<file path="config.mk">
export PLATFORM = sky130hd
export DESIGN_NAME = bms_ctrl
export DESIGN_NICKNAME = d
export VERILOG_FILES = /design/src/design/banded_matrix_store_defines.svh /design/src/design/bms_pkg.sv /design/src/design/bms_ctrl.sv
export SDC_FILE = /design/constraint.sdc
export NUM_CORES = 1
export LEC_CHECK = 0
export BUFFER_PORTS_ARGS = -buffer_cell sky130_fd_sc_hd__buf_2
export CAP_MARGIN = 10
export CORE_AREA = 2 2 39 41
export DETAILED_ROUTE_END_ITERATION = 10
export DIE_AREA = 0 0 41 43
export GPL_ROUTABILITY_DRIVEN = 0
export PLACE_DENSITY = 0.49
export REMOVE_ABC_BUFFERS = 1
export SYNTH_ARGS = -nofsm -noshare
export SYNTH_HDL_FRONTEND = slang
export SYNTH_SLANG_ARGS = --single-unit
</file>
<file path="constraint.sdc">
create_clock -name clk -period 1.3 [get_ports clk]
set_clock_uncertainty 0.05 [all_clocks]
set_input_delay 0.39 -clock clk [delete_from_list [all_inputs] [get_ports clk]]
set_output_delay 0.39 -clock clk [all_outputs]
set_load 0.03 [all_outputs]
</file>
<file path="src/design/banded_matrix_store_defines.svh">
// ----------------------------------------------------------------------------
// Banded matrix store: assertion macros
// Shared property templates, clocked on clk and held off while arst_n is low.
// ----------------------------------------------------------------------------
`ifndef BANDED_MATRIX_STORE_DEFINES_SVH
`define BANDED_MATRIX_STORE_DEFINES_SVH

// same-cycle implication
`define BMS_ASSERT_IMPLIES(lbl, ante, cons, msg) \
	lbl: assert property (@(posedge clk) disable iff (!arst_n) (ante) |-> (cons)) \
		else $error(msg);

// next-cycle implication
`define BMS_ASSERT_NEXT(lbl, ante, cons, msg) \
	lbl: assert property (@(posedge clk) disable iff (!arst_n) (ante) |=> (cons)) \
		else $error(msg);

`endif

</file>
<file path="src/design/bms_pkg.sv">
// ----------------------------------------------------------------------------
// bms_pkg
// Types, widths and constants shared by the banded matrix store.
// ----------------------------------------------------------------------------
package bms_pkg;

	localparam int DEF_MAX_SIZE    = 256;
	localparam int DEF_MAX_BAND    = 31;
	localparam int DEF_STORE_DEPTH = 16384;

	localparam int SIZE_W     = 9;
	localparam int BAND_W     = 5;
	localparam int COORD_W    = 8;
	localparam int VALUE_W    = 32;
	localparam int OPCODE_W   = 2;
	localparam int CFG_IDX_W  = 1;
	localparam int CFG_DATA_W = 9;
	localparam int MUL_W      = 9;
	localparam int PROD_W     = 2 * MUL_W;
	localparam int ACC_W      = 21;

	localparam logic [SIZE_W-1:0]  SIZE_RESET = 9'd256;
	localparam logic [BAND_W-1:0]  BAND_RESET = 5'd8;
	localparam logic [VALUE_W-1:0] Q_MIN      = 32'h8000_0000;
	localparam logic [VALUE_W-1:0] Q_MAX      = 32'h7FFF_FFFF;

	localparam logic [CFG_IDX_W-1:0] REG_MATRIX_SIZE     = 1'd0;
	localparam logic [CFG_IDX_W-1:0] REG_BAND_HALF_WIDTH = 1'd1;

	typedef enum logic [OPCODE_W-1:0] {
		OP_SET   = 2'd0,
		OP_ADD   = 2'd1,
		OP_QUERY = 2'd2
	} op_t;

	typedef enum logic [3:0] {
		ST_IDLE,
		ST_CLIP,
		ST_MUL_A,
		ST_MUL_B,
		ST_MUL_C,
		ST_SUM,
		ST_ADDR,
		ST_READ,
		ST_EXEC
	} state_t;

	typedef enum logic [1:0] {
		MUL_HEAD,
		MUL_SPAN,
		MUL_TAIL
	} mul_sel_t;

	typedef enum logic [1:0] {
		ACC_HOLD,
		ACC_LOAD_HALF,
		ACC_ADD,
		ACC_SUB_HALF
	} acc_op_t;

	typedef struct packed {
		logic     req_ready;
		logic     clip;
		logic     mul_en;
		mul_sel_t mul_sel;
		acc_op_t  acc_op;
		logic     addr_en;
		logic     mem_rd;
		logic     finish;
	} cmd_t;

	typedef struct packed {
		logic req_valid;
		logic ok;
		logic out_busy;
	} sts_t;

endpackage

</file>
<file path="src/design/bms_ctrl.sv">
// ----------------------------------------------------------------------------
// bms_ctrl
// Sequencer: walks one request through clipping, the three multiplier
// passes, address formation, the store read and the final update.
// ----------------------------------------------------------------------------
module bms_ctrl (
	input  logic          clk,
	input  logic          arst_n,
	input  bms_pkg::sts_t sts,
	output bms_pkg::cmd_t cmd
);
	import bms_pkg::*;

	state_t state_q;
	state_t state_d;

	always_ff @(posedge clk or negedge arst_n) begin
		if (!arst_n) begin
			state_q <= ST_IDLE;
		end else begin
			state_q <= state_d;
		end
	end

	always_comb begin
		state_d = state_q;
		cmd = '{
			req_ready: 1'b0,
			clip:      1'b0,
			mul_en:    1'b0,
			mul_sel:   MUL_HEAD,
			acc_op:    ACC_HOLD,
			addr_en:   1'b0,
			mem_rd:    1'b0,
			finish:    1'b0
		};
		case (state_q)
			ST_IDLE: begin
				cmd.req_ready = 1'b1;
				if (sts.req_valid) state_d = ST_CLIP;
			end
			ST_CLIP: begin
				cmd.clip = 1'b1;
				state_d = ST_MUL_A;
			end
			ST_MUL_A: begin
				cmd.mul_en = 1'b1;
				cmd.mul_sel = MUL_HEAD;
				state_d = ST_MUL_B;
			end
			ST_MUL_B: begin
				cmd.mul_en = 1'b1;
				cmd.mul_sel = MUL_SPAN;
				cmd.acc_op = ACC_LOAD_HALF;
				state_d = ST_MUL_C;
			end
			ST_MUL_C: begin
				cmd.mul_en = 1'b1;
				cmd.mul_sel = MUL_TAIL;
				cmd.acc_op = ACC_ADD;
				state_d = ST_SUM;
			end
			ST_SUM: begin
				cmd.acc_op = ACC_SUB_HALF;
				state_d = ST_ADDR;
			end
			ST_ADDR: begin
				cmd.addr_en = 1'b1;
				state_d = ST_READ;
			end
			ST_READ: begin
				cmd.mem_rd = sts.ok;
				state_d = ST_EXEC;
			end
			ST_EXEC: begin
				// hold the finished word until the output register is free
				if (!sts.out_busy) begin
					cmd.finish = 1'b1;
					state_d = ST_IDLE;
				end
			end
			default: begin
				state_d = ST_IDLE;
			end
		endcase
	end

endmodule

</file>
==> impl_metrics.csv, run 1 <==
group,metric,value,unit
timing,fmax,578,MHz
layout,antenna_cells,0,
pwr,p_per_area,2920,nW/um2
synth,synth_top_family_by_area,"simple AND/OR/NAND/NOR gates",
global_route,overflow,0,
global_route,grt_max_degree,12,
clock_network,cts-root-buf,"clkbuf_4",
route,routedWlPerCell,11.1,um
placement,place_hpwl,611,um
layout,largest_reg_flops,4,
critical_path,startpoint,"state_q[0]$_DFFE_PN0P_",
layout,seq_area,101,um2
floorplan,dieArea,1760,um2
timing,max_slew_margin,0.876,
clock_network,clk_pin_slew,30,ps
clock_network,cts.path.max_buffers,2,
run_status,violations,"negative setup slack",
global_route,grt_pass1_vias,332,
clock_network,tritoncts,"yes",
placement,port_buffers,14,
critical_path,cp-start-kind,"register",
min_path,min_from,"sts[2]",
timing,period_minus_slack,1730,ps
floorplan,pin_count,15,
layout,area.growth.synth_to_final,97.6,%
synth,synthXorXnorAreaFrac,0.0281,
synth,synth_area,312,um2
floorplan,core_area,1380,um2
flow_run,maxCapViolCount,0,
timing,hold_violations,0,
synth,synth_area_leader_cell,"dfrtp_1",
placement,dpl_worst_slack,-188,ps
synth,synth.distinct_cells,19,
floorplan,initial_core_util,0.225,
synth,muxShareOfSynthArea,0,
route,via_per_inst,4.49,
route,drt_iter0_markers,1,
route,antenna_left,0,
critical_path,r2r-start,"state_q[1]$_DFFE_PN0P_",
clock_network,h-tree-depth,1,
pwr,total_power,1.80,mW
layout,multi_input_area,239,um2
route,drc_errors,0,
synth,seq_area_frac_synth,0.321,
timing,worst_slack,-430,ps
timing,worstMarginPinSlew,184,ps
route,num_vias,355,
critical_path,path_max_fanout,2,
global_route,grt_pass1_wl,1290,um
min_path,hp-class,"in2reg",
pwr,peakVddDrop,1.00,mV
layout,mostFrequentLayoutCell,"buf_4",
global_route,grt_antenna_before_repair,0,
synth,synth_compound_area_frac,0.100,
clock_network,insertion_delay,230,ps
critical_path,cp.arrival,1290,ps
layout,largest_registers,"state_q x4",
timing,slew_viol_final,0,
critical_path,worst_ep_required_time,860,ps
layout,drive_above_1_share,0.683,
synth,synth_top_area_frac,0.321,
layout,fin_util,0.445,
run_status,status,"finished with violations",
layout,fillCellCount,136,
synth,synth-seq-cells,4,
floorplan,rows,14,
clock_network,clock_sinks,4,
layout,final_cell_mix,"buf_4, buf_6, buf_2",
synth,yosys_warnings,0,
route,firstDrtPassIters,3,
synth,syn_area_per_cell,8.90,um2
synth,synthAdderAreaFrac,0,
layout,top_register,"state_q",
timing,finalSetupViolCount,10,
timing,grt_setup_unrepaired,"true",
timing,hold_ws,401,ps
floorplan,die_height,43,um
global_route,grt_usage,0.111,
layout,nets,70,
timing,finalSetupTns,-3500,ps
critical_path,critPathKind,"reg2out",
synth,synthesis.instances,35,
timing,fin_crit_sh,1.33,
route,drt_wl_total,874,um
floorplan,die_w,41,um
pwr,leakagePower,0.285,nW
synth,synthTopCellsByArea,"dfrtp_1, nor3_1, nand2b_4, or3b_1, a21oi_1",
synth,synth_simple_gate_area_share,0.446,
critical_path,endpoint_kind,"output pin",
clock_network,cts_buffers,3,
==> timing repair <==
action,CTS,global route
setup buffers,1,1
resized for setup,18,8
gates cloned,0,0
endpoints found under the hold margin,4,0
hold buffers,1,0
endpoints found under the setup margin,10,10
pin swaps,0,1
==> logic make-up (layout without fill, tap and decap cells) <==
group | after synthesis | after routing
AND/OR/NAND/NOR | 20 | 20
AO/OA/AOI/OAI | 5 | 5
flip-flops | 4 | 4
XOR/XNOR | 1 | 1
buffers and inverters | 5 | 33
==> routing by layer <==
metal / vias up / share of wire / track usage
met3: 0 / 0.040 / 0.0314
met1: 164 / 0.44 / 0.131
met4: 0 / 0 / 0.0800
met2: 10 / 0.52 / 0.163
li1: 181 / - / -
met5: - / 0 / 0
==> synthesized netlist by cell type (all sizes together) <==
cell type	n
or2b	1
o22ai	1
inv	1
xnor2	1
or3b	2
nor2	2
nor3b	1
nand3b	1
nand2b	4
nor3	6
nor4	2
dfrtp	4
buf	4
a21bo	1
nand2	1
a21oi	3
==> through the flow <==
step / cells / instance area [um2]
after floorplan: 31 / 283
after global placement: 73 / 463
after detailed placement: 73 / 463
after CTS: 78 / 561
after global routing: 79 / 616
final: 79 / 616
==> where the power goes <==
group / total [mW] / switching [mW] / internal (mW)
sequential: 0.242 / 0.0581 / 0.184
combinational: 1.41 / 0.729 / 0.677
clock: 0.151 / 0.0481 / 0.103
total: 1.80 / 0.836 / 0.964
==> cell type report <==
| class | instances | share of cell area |
|---|---|---|
| multi-input cells | 26 | 0.388 |
| repair buffers | 29 | 0.372 |
| flip-flops and latches | 4 | 0.165 |
| clock buffers | 3 | 0.0366 |
| well taps | 16 | 0.0325 |
| inverters | 1 | 0.00610 |
==> critical path: stages, from the launching register on <==
cell     delay [ps]
dfrtp_1         370
or3b_1          370
a21oi_1         150
buf_4           170
==> worst paths after layout <==
path / end / slack (ps) / cells past startpoint
worst max-delay path: cmd[7] / -430 / 3
worst min-delay path: state_q[0]$_DFFE_PN0P_ / 400 / 3
worst max register to register: state_q[3]$_DFFE_PN0P_ / 100 / 3
worst min register to register: state_q[2]$_DFFE_PN0P_ / 510 / 1
max in group asynchronous: state_q[3]$_DFFE_PN0P_ / 630 / 2
min in group asynchronous: state_q[1]$_DFFE_PN0P_ / 440 / 2
Note: power is estimated with default switching activity, not from simulation.
==> run 2: changes to the inputs <==
Settings changed: GPL_ROUTABILITY_DRIVEN 0 to default.
Clock period 1.3 ns to 1.7 ns, I/O delays scaled along.
==> run 2 against run 1 <==
The run still ends with negative setup slack left; global-route usage is 1.8 points lower; combinational power is 40% lower; utilization down 8.1 points; clock-buffer cell count did not move; flip-flop and latch count is the same; largest cell class unchanged; via count shrank 11%; worst hold slack got worse by 380 ps; register-to-register slack improved by 420 ps; worst setup slack better by 300 ps; non-clock buffer count decreased by 7; critical path depth did not move.
==> impl_metrics.csv, run 2 (synthesized netlist as in run 1, its figures left out) <==
group,metric,value,unit
run_status,status,"finished with violations",
run_status,violations,"negative setup slack",
timing,fin_crit_sh,1.08,
critical_path,worst_ep_required_time,1140,ps
clock_network,tritoncts,"yes",
clock_network,clk_pin_slew,40,ps
route,drc_errors,0,
route,antenna_left,0,
layout,finalNonFillerCells,72,
layout,fillCellCount,163,
layout,top_register,"state_q",
timing,worstMarginPinSlew,191,ps
timing,max_slew_margin,0.871,
clock_network,clock_sinks,4,
timing,grt_setup_unrepaired,"true",
critical_path,slowest_delay,390,ps
layout,largest_reg_flops,4,
clock_network,insertion_delay,240,ps
layout,final_area,503,um2
floorplan,dieArea,1760,um2
clock_network,ctsHoldBuffers,0,
critical_path,r2r-start,"state_q[1]$_DFFE_PN0P_",
pwr,leakagePower,0.235,nW
clock_network,cts.path.max_buffers,2,
route,firstDrtPassIters,3,
critical_path,cp.arrival,1270,ps
timing,period_minus_slack,1830,ps
critical_path,cp-start-kind,"register",
timing,fmax,546,MHz
clock_network,cts-root-buf,"clkbuf_4",
placement,dp_cells,65,
floorplan,die_height,43,um
timing,worst_slack,-131,ps
layout,largest_registers,"state_q x4",
route,num_vias,317,
global_route,grt_antenna_before_repair,0,
placement,place_congestion,0.711,
critical_path,endpoint_kind,"output pin",
critical_path,path_delay_family,"flip-flops",
layout,area.growth.synth_to_final,61.4,%
floorplan,rows,14,
critical_path,critPathKind,"reg2out",
clock_network,cts_buffers,3,
critical_path,cp_slowest_cell,"dfrtp_1",
min_path,hp-class,"in2async",
timing,hold_violations,0,
floorplan,initial_core_util,0.225,
clock_network,h-tree-depth,1,
global_route,grt_pass1_vias,272,
layout,nets,63,
critical_path,cp_cell_sequence,"or3b_1 -> a21oi_1 -> buf_4",
placement,place_hpwl,515,um
timing,slew_viol_final,0,
route,drt_wl_total,700,um
floorplan,pin_count,15,
pwr,total_power,1.15,mW
global_route,grt_pass1_wl,1100,um
route,routedWlPerCell,9.72,um
layout,final_cell_mix,"buf_4, nor3_1, buf_2",
layout,drive_above_1_share,0.589,
global_route,grt_max_degree,12,
placement,port_buffers,14,
pwr,p_per_area,2280,nW/um2
critical_path,crit_buf_inv,1,
route,drt_iter0_markers,8,
route,via_per_inst,4.40,
layout,mostFrequentLayoutCell,"buf_4",
critical_path,startpoint,"state_q[1]$_DFFE_PN0P_",
placement,place_area,403,um2
floorplan,die_w,41,um
timing,finalSetupViolCount,9,
floorplan,core_area,1380,um2
global_route,grt_usage,0.0927,
layout,antenna_cells,0,
timing,hold_ws,18.2,ps
flow_run,maxCapViolCount,0,
global_route,overflow,0,
pwr,peakVddDrop,0.737,mV
critical_path,path_max_fanout,4,
==> run 2: cell count changes in the layout (fill, tap and decap cells not counted), moves of 2 or more <==
cell	change
nor4_2	+2
buf_4	-2
nor3_1	+2
buf_6	-4
nor3_2	-2
nor4_4	-2
==> run 2: worst register-to-register path: cells and delay by family (launching register included) <==
family | cells | cell delay (ps)
flops | 1 | 390
simple gates | 1 | 350
compound gates | 1 | 120
buf+inv | 1 | 190
==> run 2: what timing repair did <==
| action | 4_1_cts | 5_1_grt |
|---|---|---|
| pin swaps | 1 | 1 |
| gates resized for setup | 15 | 0 |
| setup endpoints to repair | 10 | 10 |
| setup buffers | 2 | 2 |
| cloned | 0 | 0 |
==> run 2: metrics by stage <==
stage / TNS, ps / utilization / worst slack, ps
finish: -790 / 0.363 / -131
detailed placement: 0 / 0.291 / 64.7
CTS: -920 / 0.353 / -140
global route: -1460 / 0.363 / -208
global placement: 0 / 0.291 / 68.6
floorplan: -1720 / - / -408
==> run 2: layout make-up <==
cell class	instances	area (um2)	area share
Multi-Input combinational cell	26	196	0.391
Timing Repair Buffer	22	159	0.316
Sequential cell	4	101	0.201
Clock buffer	3	22.5	0.0448
Tap cell	16	20.0	0.0398
Inverter	1	3.75	0.00746
==> run 2: report_power, final <==
| part | internal (mW) | total (mW) | leakage [nW] | switching, mW |
|---|---|---|---|---|
| registers | 0.140 | 0.181 | 0.0488 | 0.0403 |
| logic | 0.381 | 0.849 | 0.172 | 0.468 |
| clock network | 0.0789 | 0.117 | 0.0138 | 0.0384 |
| total | 0.600 | 1.15 | 0.235 | 0.547 |
==> run 2: layer usage <==
| metal | vias to the layer above | wire length (um) | global-route usage |
|---|---|---|---|
| li1 | 165 | - | - |
| met1 | 139 | 302 | 0.117 |
| met2 | 13 | 326 | 0.125 |
| met3 | 0 | 71 | 0.0681 |
| met4 | 0 | 0 | 0.0200 |
| met5 | - | 0 | 0 |
==> run 2: path summary, 6_finish.rpt <==
path / endpoint / slack [ps] / depth (start not counted)
hold / removal: state_q[0]$_DFFE_PN0P_ / 20 / 1
hold reg to reg: state_q[1]$_DFFE_PN0P_ / 560 / 2
min in group clk: state_q[0]$_DFFE_PN0P_ / 520 / 3
setup / recovery: cmd[7] / -130 / 3
setup reg to reg: state_q[3]$_DFFE_PN0P_ / 520 / 3
max in group asynchronous: state_q[3]$_DFFE_PN0P_ / 1450 / 1
